`config.mk`:
```
export PLATFORM = sky130hd
export DESIGN_NAME = key_matrix_event_queue_flat
export DESIGN_NICKNAME = d
export VERILOG_FILES = /design/src/rtl/kmeq_pkg.sv /design/src/rtl/kmeq_if.sv /design/src/rtl/kmeq_store.sv /design/src/rtl/key_matrix_event_queue.sv /design/src/flat_wrapper.sv
export SDC_FILE = /design/constraint.sdc
export NUM_CORES = 1
export LEC_CHECK = 0
export BUFFER_PORTS_ARGS = -buffer_cell sky130_fd_sc_hd__buf_4
export CORE_UTILIZATION = 42
export DETAILED_ROUTE_END_ITERATION = 8
export GPL_ROUTABILITY_DRIVEN = 0
export HOLD_SLACK_MARGIN = 0.03
export PLACE_DENSITY = 0.67
export SLEW_MARGIN = 10
export SYNTH_ARGS = -nofsm -noshare
export SYNTH_HDL_FRONTEND = slang
export SYNTH_HIERARCHICAL = 1
export SYNTH_SLANG_ARGS = --single-unit
```
`constraint.sdc`:
```
create_clock -name i_clk -period 4 [get_ports i_clk]
set_input_delay 1.2 -clock i_clk [delete_from_list [all_inputs] [get_ports i_clk]]
set_output_delay 1.2 -clock i_clk [all_outputs]
set_load 0.01 [all_outputs]
```
`src/rtl/kmeq_pkg.sv`:
```
// Shared types, constants and helper function of the key matrix event queue.
package kmeq_pkg;

    localparam int unsigned ROW_LINES_W     = 9;
    localparam int unsigned COL_LINES_W     = 8;
    localparam int unsigned ROW_IDX_W       = 4;
    localparam int unsigned COL_IDX_W       = 3;
    localparam int unsigned CNT_W           = 5;

    localparam int unsigned QUEUE_DEPTH_DEF = 16;
    localparam int unsigned ROW_COUNT_DEF   = 9;
    localparam int unsigned COL_COUNT_DEF   = 8;

    // Request kinds
    localparam logic MODE_SCAN = 1'b0;
    localparam logic MODE_POP  = 1'b1;

    // Event kinds
    localparam logic EVT_UP   = 1'b0;
    localparam logic EVT_DOWN = 1'b1;

    typedef struct packed {
        logic                   mode;
        logic [ROW_LINES_W-1:0] row_lines;
        logic [COL_LINES_W-1:0] col_lines;
    } t_scan_req;

    typedef struct packed {
        logic                 event_valid;
        logic [ROW_IDX_W-1:0] event_row;
        logic [COL_IDX_W-1:0] event_col;
        logic                 event_down;
        logic                 dropped;
        logic [CNT_W-1:0]     queued_count;
    } t_event_rsp;

    // One queue entry
    typedef struct packed {
        logic [ROW_IDX_W-1:0] row;
        logic [COL_IDX_W-1:0] col;
        logic                 down;
    } t_event;

    typedef struct packed {
        logic                 ok;
        logic [ROW_IDX_W-1:0] idx;
    } t_pick;

    // Highest set bit below lim, or none.
    function automatic t_pick pick_highest(input logic [ROW_LINES_W-1:0] bits,
                                           input int unsigned lim);
        t_pick res;
        res = '0;
        for (int unsigned i = 0; i < ROW_LINES_W; i++) begin
            if (i < lim && bits[i]) begin
                res.ok  = 1'b1;
                res.idx = ROW_IDX_W'(i);
            end
        end
        return res;
    endfunction

endpackage

```
`src/rtl/kmeq_if.sv`:
```
// Valid/ready channels of the key matrix event queue.
interface kmeq_scan_if;
    kmeq_pkg::t_scan_req payload;
    logic                valid;
    logic                ready;

    modport source (output valid, output payload, input ready);
    modport sink   (input valid, input payload, output ready);
endinterface

interface kmeq_event_if;
    kmeq_pkg::t_event_rsp payload;
    logic                 valid;
    logic                 ready;

    modport source (output valid, output payload, input ready);
    modport sink   (input valid, input payload, output ready);
endinterface

```
`src/rtl/kmeq_store.sv`:
```
// Event ring storage: one write port, one read port with registered read data.
module kmeq_store #(
    parameter int unsigned QUEUE_DEPTH = kmeq_pkg::QUEUE_DEPTH_DEF
) (
    input  logic                           i_clk,
    input  logic                           i_wr_en,
    input  logic [$clog2(QUEUE_DEPTH)-1:0] i_wr_addr,
    input  kmeq_pkg::t_event               i_wr_data,
    input  logic                           i_rd_en,
    input  logic [$clog2(QUEUE_DEPTH)-1:0] i_rd_addr,
    output kmeq_pkg::t_event               o_rd_data
);
    import kmeq_pkg::*;

    t_event r_mem [QUEUE_DEPTH];
    t_event r_rd_data;

    always_ff @(posedge i_clk) begin
        if (i_wr_en) begin
            r_mem[i_wr_addr] <= i_wr_data;
        end
    end

    always_ff @(posedge i_clk) begin
        if (i_rd_en) begin
            r_rd_data <= r_mem[i_rd_addr];
        end
    end

    assign o_rd_data = r_rd_data;

endmodule

```
`src/rtl/key_matrix_event_queue.sv`:
```
// Key matrix event queue: top level.
// A scan request writes its key-up or key-down at once; a key-down queued with a key-up is
// deferred to a second write (the event store has a single write port). Its response is
// registered in the cycle after acceptance. A pop reads the event store into its read data
// register, then loads the response from it. Up to one request per cycle, while nothing is
// deferred and the response drains. Synchronous active-low reset clears pointers, count and flags.
module key_matrix_event_queue #(
    parameter int unsigned QUEUE_DEPTH = kmeq_pkg::QUEUE_DEPTH_DEF,
    parameter int unsigned ROW_COUNT   = kmeq_pkg::ROW_COUNT_DEF,
    parameter int unsigned COL_COUNT   = kmeq_pkg::COL_COUNT_DEF
) (
    input  logic         i_clk,
    input  logic         i_rst_n,
    kmeq_scan_if.sink    i_scan,
    kmeq_event_if.source o_event
);
    import kmeq_pkg::*;

    localparam int unsigned PTR_W = $clog2(QUEUE_DEPTH);
    localparam int unsigned OCC_W = $clog2(QUEUE_DEPTH + 1);
    localparam int unsigned RLIM  = (ROW_COUNT < ROW_LINES_W) ? ROW_COUNT : ROW_LINES_W;
    localparam int unsigned CLIM  = (COL_COUNT < COL_LINES_W) ? COL_COUNT : COL_LINES_W;
    localparam logic [PTR_W-1:0] PTR_LAST = PTR_W'(QUEUE_DEPTH - 1);
    localparam logic [OCC_W-1:0] OCC_FULL = OCC_W'(QUEUE_DEPTH);
    localparam logic [OCC_W-1:0] OCC_NEAR = OCC_W'(QUEUE_DEPTH - 1);

    // Queue pointers and occupancy
    logic [PTR_W-1:0] r_rd_ptr, n_rd_ptr;
    logic [PTR_W-1:0] r_wr_ptr, n_wr_ptr;
    logic [OCC_W-1:0] r_occ,    n_occ;

    // Previously seen key (row and column tracked separately)
    logic                 r_last_row_ok, n_last_row_ok;
    logic                 r_last_col_ok, n_last_col_ok;
    logic [ROW_IDX_W-1:0] r_last_row,    n_last_row;
    logic [COL_IDX_W-1:0] r_last_col,    n_last_col;

    // Deferred work: a deferred key-down write, or a pop waiting on read data
    logic       r_pend_wr,  n_pend_wr;
    t_event     r_pend_evt, n_pend_evt;
    logic       r_pend_pop, n_pend_pop;
    logic [CNT_W-1:0] r_pend_cnt, n_pend_cnt;

    // Response register
    logic       r_out_valid, n_out_valid;
    t_event_rsp r_out,       n_out;

    // Store port signals
    logic       wr_en;
    logic [PTR_W-1:0] wr_addr;
    t_event     wr_data;
    logic       rd_en;
    t_event     rd_data;

    // Scan decode
    t_pick      row_pick, col_pick;
    logic       accept, busy, is_pop;
    logic       changed, up_req, dn_req, up_ok, dn_ok;
    t_event     up_evt, dn_evt;

    function automatic logic [PTR_W-1:0] ptr_inc(input logic [PTR_W-1:0] p);
        return (p == PTR_LAST) ? '0 : p + PTR_W'(1);
    endfunction

    kmeq_store #(
        .QUEUE_DEPTH (QUEUE_DEPTH)
    ) u_store (
        .i_clk     (i_clk),
        .i_wr_en   (wr_en),
        .i_wr_addr (wr_addr),
        .i_wr_data (wr_data),
        .i_rd_en   (rd_en),
        .i_rd_addr (r_rd_ptr),
        .o_rd_data (rd_data)
    );

    // Hold new requests while deferred work is open or the response slot stays full.
    assign busy           = r_pend_wr || r_pend_pop;
    assign i_scan.ready   = !busy && (!r_out_valid || o_event.ready);
    assign accept         = i_scan.valid && i_scan.ready;
    assign is_pop         = (i_scan.payload.mode == MODE_POP);

    assign o_event.valid   = r_out_valid;
    assign o_event.payload = r_out;

    // Highest active row; columns are active low, so invert before searching.
    assign row_pick = pick_highest(i_scan.payload.row_lines, RLIM);
    assign col_pick = pick_highest({1'b0, ~i_scan.payload.col_lines}, CLIM);

    // A key change is any difference in presence, or in index where present.
    assign changed = (row_pick.ok != r_last_row_ok) || (col_pick.ok != r_last_col_ok)
                  || (row_pick.ok && (row_pick.idx != r_last_row))
                  || (col_pick.ok && (COL_IDX_W'(col_pick.idx) != r_last_col));
    assign up_req  = changed && r_last_row_ok && r_last_col_ok;
    assign dn_req  = changed && row_pick.ok && col_pick.ok;
    // Drop an event that finds the queue full; the key-down sees the key-up's slot.
    assign up_ok   = up_req && (r_occ < OCC_FULL);
    assign dn_ok   = dn_req && (up_ok ? (r_occ < OCC_NEAR) : (r_occ < OCC_FULL));

    assign up_evt  = '{row: r_last_row, col: r_last_col, down: EVT_UP};
    assign dn_evt  = '{row: row_pick.idx, col: COL_IDX_W'(col_pick.idx), down: EVT_DOWN};

    always_comb begin
        n_rd_ptr      = r_rd_ptr;
        n_wr_ptr      = r_wr_ptr;
        n_occ         = r_occ;
        n_last_row_ok = r_last_row_ok;
        n_last_col_ok = r_last_col_ok;
        n_last_row    = r_last_row;
        n_last_col    = r_last_col;
        n_pend_wr     = 1'b0;
        n_pend_evt    = r_pend_evt;
        n_pend_pop    = 1'b0;
        n_pend_cnt    = r_pend_cnt;
        n_out_valid   = r_out_valid && !o_event.ready;
        n_out         = r_out;
        wr_en         = 1'b0;
        wr_addr       = r_wr_ptr;
        wr_data       = dn_evt;
        rd_en         = 1'b0;

        // Finish a pop: read data is back from the store.
        if (r_pend_pop) begin
            n_out_valid        = 1'b1;
            n_out              = '0;
            n_out.event_valid  = 1'b1;
            n_out.event_row    = rd_data.row;
            n_out.event_col    = rd_data.col;
            n_out.event_down   = rd_data.down;
            n_out.queued_count = r_pend_cnt;
        end

        // Write the deferred key-down in the slot after the key-up.
        if (r_pend_wr) begin
            wr_en    = 1'b1;
            wr_data  = r_pend_evt;
            n_wr_ptr = ptr_inc(r_wr_ptr);
        end

        if (accept) begin
            if (is_pop) begin
                if (r_occ != '0) begin
                    // Issue the read now; the response is loaded from the read data once it returns.
                    rd_en      = 1'b1;
                    n_rd_ptr   = ptr_inc(r_rd_ptr);
                    n_occ      = r_occ - OCC_W'(1);
                    n_pend_pop = 1'b1;
                    n_pend_cnt = CNT_W'(n_occ);
                end else begin
                    n_out_valid = 1'b1;
                    n_out       = '0;
                end
            end else begin
                if (up_ok) begin
                    wr_en    = 1'b1;
                    wr_data  = up_evt;
                    n_wr_ptr = ptr_inc(r_wr_ptr);
                    if (dn_ok) begin
                        n_pend_wr  = 1'b1;
                        n_pend_evt = dn_evt;
                    end
                end else if (dn_ok) begin
                    wr_en    = 1'b1;
                    wr_data  = dn_evt;
                    n_wr_ptr = ptr_inc(r_wr_ptr);
                end
                n_occ = r_occ + OCC_W'(up_ok) + OCC_W'(dn_ok);
                if (changed) begin
                    n_last_row_ok = row_pick.ok;
                    n_last_col_ok = col_pick.ok;
                    n_last_row    = row_pick.idx;
                    n_last_col    = COL_IDX_W'(col_pick.idx);
                end
                // Scan response is complete now, even with a key-down still to write.
                n_out_valid        = 1'b1;
                n_out              = '0;
                n_out.dropped      = (up_req && !up_ok) || (dn_req && !dn_ok);
                n_out.queued_count = CNT_W'(n_occ);
            end
        end
    end

    always_ff @(posedge i_clk) begin
        if (!i_rst_n) begin
            r_rd_ptr      <= '0;
            r_wr_ptr      <= '0;
            r_occ         <= '0;
            r_last_row_ok <= 1'b0;
            r_last_col_ok <= 1'b0;
            r_last_row    <= '1;
            r_last_col    <= '1;
            r_pend_wr     <= 1'b0;
            r_pend_pop    <= 1'b0;
            r_out_valid   <= 1'b0;
        end else begin
            r_rd_ptr      <= n_rd_ptr;
            r_wr_ptr      <= n_wr_ptr;
            r_occ         <= n_occ;
            r_last_row_ok <= n_last_row_ok;
            r_last_col_ok <= n_last_col_ok;
            r_last_row    <= n_last_row;
            r_last_col    <= n_last_col;
            r_pend_wr     <= n_pend_wr;
            r_pend_pop    <= n_pend_pop;
            r_out_valid   <= n_out_valid;
        end
    end

    // Payload registers
    always_ff @(posedge i_clk) begin
        r_pend_evt <= n_pend_evt;
        r_pend_cnt <= n_pend_cnt;
        r_out      <= n_out;
    end

endmodule
```
`src/flat_wrapper.sv`:
```
// flat-port wrapper written by rule: the top's interface ports become plain ports
module key_matrix_event_queue_flat import kmeq_pkg::*;
#(
    parameter int unsigned QUEUE_DEPTH = kmeq_pkg::QUEUE_DEPTH_DEF,
    parameter int unsigned ROW_COUNT   = kmeq_pkg::ROW_COUNT_DEF,
    parameter int unsigned COL_COUNT   = kmeq_pkg::COL_COUNT_DEF
)
  (i_clk, i_rst_n, i_scan_valid, i_scan_payload, i_scan_ready, o_event_valid, o_event_payload, o_event_ready);
  kmeq_scan_if i_scan_i ();
  kmeq_event_if o_event_i ();
  input  logic i_clk;
  input  logic i_rst_n;
  input wire logic [$bits(i_scan_i.valid)-1:0] i_scan_valid;
  input wire logic [$bits(i_scan_i.payload)-1:0] i_scan_payload;
  output wire logic [$bits(i_scan_i.ready)-1:0] i_scan_ready;
  output wire logic [$bits(o_event_i.valid)-1:0] o_event_valid;
  output wire logic [$bits(o_event_i.payload)-1:0] o_event_payload;
  input wire logic [$bits(o_event_i.ready)-1:0] o_event_ready;
  assign i_scan_i.valid = i_scan_valid;
  assign i_scan_i.payload = i_scan_payload;
  assign i_scan_ready = i_scan_i.ready;
  assign o_event_valid = o_event_i.valid;
  assign o_event_payload = o_event_i.payload;
  assign o_event_i.ready = o_event_ready;
  key_matrix_event_queue #(.QUEUE_DEPTH(QUEUE_DEPTH), .ROW_COUNT(ROW_COUNT), .COL_COUNT(COL_COUNT)) u_core (.i_clk(i_clk), .i_rst_n(i_rst_n), .i_scan(i_scan_i), .o_event(o_event_i));
endmodule
```
==> run metrics, run 1 <==
hold crit path type=flop to flop; IO Pins=39; share of cells above drive strength 1=24.1%; hold_sp=u_core/o_event.payload[14]; Tcrit/Tclk final=between 90% and 100%; P&R area growth vs syn=14.8%; Synth Cell Area=8150 um2; router iterations before antenna repair=5; sequential power share=between 50% and 60%; Hold Crit Depth=2; Post-Syn Area per Cell=14.6 um2; worst hold endpoint=u_core/o_event.payload[14]; Reg clk slew, reported paths=approximately 0.07 ns; Clock Latency Late Sink=0.43 ns; worst ir drop on vdd=approximately 0.32 mV; htree depth=4; final setup margin=slightly below 0.4 ns; leakage=between 3 and 4 nW; WL per Instance=18.9 um; number of global-route vias before repair=slightly below 5000; CTS max path bufs=2; worst slew pin tran=1.18 ns; CP Launch Type=primary input; Critical Path RT=4.29 ns; RR Endpoint=u_core/r_occ[4]; dpl hpwl=11.5 mm; DRT iter0 DRCs=395; Synth area leader=edfxtp_1; logic gate share of total power=about a tenth; I/O Buffers=38; initial antenna violation count=0; dpl cell area=8790 um2; max-cap viol count=0; pre-CTS WS=-0.0208 ns; crit path time final=around 3.6 ns; num rows=50; routed wire length=16.8 mm; syn_nets=around 590; worst r2r src=u_core/r_last_row[3]; chip height=between 100 and 150 um; antenna-violating nets left=0; Core Region=around 19000 um2; Final setup viols=0; post-CTS setup buffers=0; P_sw=around 1.0 mW; final non-filler cell area=between 9000 and 10000 um2; Via Count=between 5000 and 6000; Sink Count=188; CP arrival=~3.9 ns; delay-heaviest family, CP=simple AND/OR/NAND/NOR gates; crit path max fanout=4; total power=4.28 mW; Ys Warns=6; fmax=277 MHz; first-pass GRT wire length=roughly 26 mm; internal power=approximately 3.3 mW; initial core utilization=roughly 43%; Cells after DPL=860; Top FF cell, synth=edfxtp_1; RSZ-0062 raised after global routing=no; hold buffer count at cts=0; DRC=0; synthesized netlist cell count=roughly 560; CP max stage delay=between 0.3 and 0.4 ns; total grt overflow=0; Slew Limit Fails=0; Clock Skews=between 0.01 and 0.015 ns; ys async rst share=0%; Die Area=roughly 20000 um2; CP max-delay cell=nor4_2; ANT cells=0; filler cell count=between 1500 and 2000; Area contributors post-synth=edfxtp_1 (55%), dfxtp_1 (9.8%), mux4_2 (5.0%); Worst setup EP type=flop; #FFs+latches synth=about 190; Worst slew margin=about a fifth; clock power share=37.6%; Worst Hold Slack=roughly 0.47 ns; Die Width=141 um; register area share after synthesis=between 60% and 70%; clock root buffer=clkbuf_16; final-report hold violation count=0; Post-synth EDFFs=around 150; CP Class=primary input to flop; Buffers & Inverters on Critical Path=4; Finished Layout Cells=just under 900; status=finished clean; post-cts resize count=0; CTS Buf Count=17; Netlist cell types=73; crit-path cells=buf_4 > nor4_2 > or2_2 > inv_2 > nor3_4 > o22ai_2 > buf_4 > nor4b_4 > nor2_1 > nand2_1 > fa_1 > inv_1 > ha_1 > mux2_2 > nand2_1 > xor2_1 > nor2_1; Switching Share=between 20% and 30%; Power per Cell Area=between 400 and 500 nW/um2; TritonCTS clock tree=built; largest net degree at the start of global routing=37; GRT Overall Usage=roughly 18%; vias per cell=about 5.6; Final #Nets=roughly 650; reg2reg path depth=16; R2R setup slack=1.16 ns; Synth top area share=around 55%
[worst max-delay path by stage]
stage | startpoint | to | slack [ns] | cells after the start
CTS | i_scan_payload[2] | u_core/r_occ[4] | 0.41 | 17
global placement | i_scan_payload[2] | u_core/u_store/r_mem[9][7] | 0.06 | 11
floorplan | i_scan_payload[16] | u_core/u_store/r_mem[0][0] | 0.13 | 9
finish | i_scan_payload[12] | u_core/r_occ[2] | 0.39 | 17
global route | i_scan_payload[12] | u_core/r_occ[4] | 0.11 | 17
detailed placement | i_scan_payload[2] | u_core/r_occ[4] | -0.02 | 17
[metrics by stage]
| step | utilization (%) | TNS (ns) |
|---|---|---|
| global placement | 46.5 | 0 |
| finish | 49.5 | 0 |
| CTS | 49.5 | 0 |
| detailed placement | 46.5 | -0.0208 |
| floorplan | - | 0 |
| global route | 49.5 | 0 |
[per-layer routing]
layer	vias up	GRT usage [%]	wire length, um
li1	2290	-	-
met5	-	0	0
met4	0	6.75	342
met1	2498	23.5	7440
met2	208	29.1	8060
met3	28	3.61	979
[power groups by stage]
stage	Sequential, mW	Combinational (mW)	Clock, mW
floorplan	2.27	0.285	0
global placement	2.28	0.421	0
detailed placement	2.28	0.434	0
CTS	2.24	0.437	1.64
global route	2.25	0.476	1.72
finish	2.24	0.437	1.61
[final cells by class]
cell class / instances / area, um2 / area share (%)
sequential: 188 / 5250 / 56.1
multi-input combinational: 323 / 2620 / 28.0
timing repair buffer: 69 / 518 / 5.53
clock buffer: 20 / 457 / 4.88
tap: 260 / 325 / 3.48
clock inverter: 12 / 114 / 1.22
inverter: 20 / 77.6 / 0.829
[cell usage after synthesis (4+ instances only)]
master and number:
mux2i_1 17, nor3_1 18, edfxtp_1 148, nor2_1 52
dfxtp_1 40, xor2_1 7, o21ai_1 4, buf_6 5
inv_1 16, a22oi_1 17, nand3_1 9, mux4_2 18
ha_1 4, nand2_1 36, o22ai_1 6, clkbuf_1 8
a21oi_1 37, mux4_1 14, buf_2 6, o22ai_2 8
o21ai_0 8
[cell usage in the layout, fill, tap and decap left out, types with 3 or more instances in the layout]
master / Yosys / layout
edfxtp_1: 148 / 148
buf_4: 2 / 69
nor2_1: 52 / 52
dfxtp_1: 40 / 38
a21oi_1: 37 / 37
nand2_1: 36 / 36
nor3_1: 18 / 18
mux4_2: 18 / 18
clkbuf_16: 0 / 17
mux2i_1: 17 / 17
a22oi_1: 17 / 17
inv_1: 16 / 16
mux4_1: 14 / 14
nand3_1: 9 / 9
o21ai_0: 8 / 8
o22ai_2: 8 / 8
xor2_1: 7 / 7
o22ai_1: 6 / 6
o21ai_1: 4 / 4
ha_1: 4 / 4
clkinv_4: 0 / 3
clkinv_2: 0 / 3
or3_1: 3 / 3
or2_2: 3 / 3
inv_2: 3 / 3
nor2b_1: 3 / 3
and2_1: 3 / 3
and3_1: 3 / 3
[worst reg2reg max path, delay by kind of cell, from the launching register on]
family,cells,cell delay [ns]
compound gates,4,0.66
xor+xnor,1,0.21
fa+ha+maj,2,0.60
buf+inv,2,0.27
flops,1,0.41
simple gates,7,0.56
[cells by family after synthesis]
family,share of synthesized area [%]
xor gates and xnor gates,0.967
buffers and inverters,3.50
AOI/OAI and AO/OA,9.01
and+or+nand+nor,9.48
adders and majority gates,0.859
muxes,11.8
DFF,64.3
[registers in the layout (all words and copies together), names as in the netlist]
register	count
u_core/r_wr_ptr	4
u_core/r_pend_wr	1
u_core/u_store/r_mem	128
u_core/o_event.valid	1
u_core/o_event.payload	15
u_core/r_last_col	3
u_core/r_last_row_ok	1
u_core/r_last_row	4
u_core/r_rd_ptr	4
u_core/u_store/o_rd_data	8
u_core/r_last_col_ok	1
u_core/r_pend_evt	7
u_core/r_pend_pop	1
u_core/r_pend_cnt	5
u_core/r_occ	5
Note: power is estimated with default switching activity, not from simulation.
==> run 2, diff against run 1 <==
CORE_UTILIZATION = 35   (was 42)
PLACE_DENSITY = 0.59   (was 0.67)
SETUP_SLACK_MARGIN = 0.3   (was not set)
SLEW_MARGIN = 20   (was 10)
==> run 2 against run 1 <==
Net effect: non-clock buffer count decreased by 9; fmax down 0.61%; combinational power decreased by 3%; largest cell class unchanged; largest power group unchanged.
==> run metrics, run 2 (synthesis gave the netlist of run 1 again) <==
Final #Nets=637 (-1.4%); CTS max path bufs=2 (unchanged); Slew Limit Fails=0 (unchanged); Critical Path Stages=9 (-8); CTS Buf Count=17 (unchanged); chip height=155 um (+9.4%); TritonCTS clock tree=built; Sink Count=188 (unchanged); CP Launch Type=primary input; Largest register FFs=128 (unchanged); GRT Overall Usage=15.0% (-2.8 points); initial antenna violation count=0 (unchanged); worst ir drop on vdd=0.231 mV (-28%); Post-Route M1 WL=7.93 mm (+6.7%); Buffers & Inverters on Critical Path=2 (-2); dpl cell area=8760 um2 (-0.30%); leakage=3.25 nW (+0.23%); Final setup viols=0 (unchanged); number of global-route vias before repair=4828 (-1.4%); Worst setup EP type=flop; final non-filler cell area=9420 um2 (+0.57%); Clock Skews=0.0137 ns (-0.00127 ns); delay-heaviest family, CP=simple AND/OR/NAND/NOR gates; met3 routed wirelength=561 um (-43%); Power per Cell Area=472 nW/um2 (+3.1%); ANT cells=0 (unchanged); Hold Crit Depth=2 (unchanged); max-cap viol count=0 (unchanged); total grt overflow=0 (unchanged); Clock Latency Late Sink=0.43 ns (about the same); hold crit path type=flop to flop; Core Region=22700 um2 (+20%); Tcrit/Tclk final=90.8% (+0.56 points); router iterations before antenna repair=4 (-1); Critical Path RT=4.11 ns (-0.18 ns); RSZ-0062 raised after global routing=yes; crit path max fanout=16 (+12); first-pass GRT wire length=26.8 mm (+1.6%); htree depth=4 (unchanged); largest net degree at the start of global routing=37 (unchanged); CP arrival=3.74 ns (-0.16 ns); routed wire length=17.2 mm (+2.0%); Cells after DPL=876 (+1.9%); DRC=0 (unchanged); CP max-delay cell=o22ai_2; CP Class=primary input to flop; status=finished clean; commonest non-fill, non-tap cell in the layout=edfxtp_1; Die Width=155 um (+9.4%); share of cells above drive strength 1=23.8% (-0.29 points); DRT iter0 DRCs=364 (-7.8%); register area=5250 um2 (unchanged); IO Pins=39 (unchanged); dpl hpwl=11.8 mm (+2.3%); CP max stage delay=0.63 ns (+0.26 ns); initial core utilization=35.9% (-7.3 points); post-cts resize count=0 (unchanged); Reg clk slew, reported paths=0.07 ns (about the same); antenna-violating nets left=0 (unchanged); Die Area=23900 um2 (+20%); worst slew pin tran=0.954 ns (-0.228 ns); post-CTS setup buffers=0 (unchanged); filler cell count=2072 (+30%); Worst slew margin=36.4% (+16 points); Biggest register=u_core/u_store/r_mem; vias per cell=5.36 (-4.9%); footprint of the multi-input gates=2650 um2 (+0.86%); Top Metal Used=met4; fmax=275 MHz (-0.61%); Most common cell on crit path=o22ai_2; P&R area growth vs syn=15.5%; crit-path cells=buf_4 > nor4_2 > or2_2 > inv_2 > nor3_4 > o22ai_2 > or4b_4 > and3_4 > o22ai_2; crit path time final=3.63 ns (+0.0223 ns); hold buffer count at cts=0 (unchanged); routed length on met2=8.40 mm (+4.3%); commonest non-fill, non-tap cells in the layout=edfxtp_1 (148), buf_4 (60), nor2_1 (52), dfxtp_1 (38), a21oi_1 (37); Finished Layout Cells=908 (+1.8%); WL per Instance=18.9 um (+0.22%); reg2reg path depth=6 (-10); clock root buffer=clkbuf_16; final-report hold violation count=0 (unchanged); Via Count=4863 (-3.2%); num rows=55 (+10%); I/O Buffers=38 (unchanged)
[run 2: final cells by class]
cell class / instances / share of cell area, %
Clock inverter: 9 / 1.25
Inverter: 20 / 0.824
Tap cell: 285 / 3.79
Sequential cell: 188 / 55.7
Multi-Input combinational cell: 323 / 28.1
Clock buffer: 23 / 5.53
Timing Repair Buffer: 60 / 4.78
[run 2: metrics by stage]
step                total power, mW  utilization [%]  setup slack (ns)  TNS [ns]  hold slack, ns
floorplan                      2.55                -             0.349         0           0.457
global placement               2.70             38.6           -0.0249    -0.173           0.456
detailed placement             2.71             38.6           -0.0996     -2.08           0.463
CTS                            4.48             41.4             0.356         0           0.476
global route                   4.60             41.5             0.295         0           0.523
finish                         4.44             41.5             0.367         0           0.472
[run 2: worst register-to-register path, cell delays in order, from the launching register on]
cell,delay [ns]
dfxtp_1,0.37
inv_1,0.07
o41ai_1,0.47
o22ai_2,0.21
or4b_4,0.56
and3_4,0.23
o22ai_2,0.63
[run 2: routing by layer]
layer  vias to the layer above  GRT usage, %
met2                        95          24.8
li1                       2268             -
met5                         -             0
met3                        15          2.91
met4                         0          5.42
met1                      2485          19.7
[run 2: worst paths after layout]
kind / startpoint / end / slack [ns]
hold reg to reg: u_core/o_event.payload[14] / u_core/o_event.payload[14] / 0.47
hold / removal: u_core/o_event.payload[14] / u_core/o_event.payload[14] / 0.47
setup reg to reg: u_core/r_last_row[1] / u_core/u_store/r_mem[5][3] / 1.14
setup / recovery: i_scan_payload[12] / u_core/u_store/r_mem[5][3] / 0.37
[run 2: power by group]
part           internal [mW]  switching (mW)
clock network           1.06           0.718
registers               2.19          0.0552
logic                  0.187           0.234
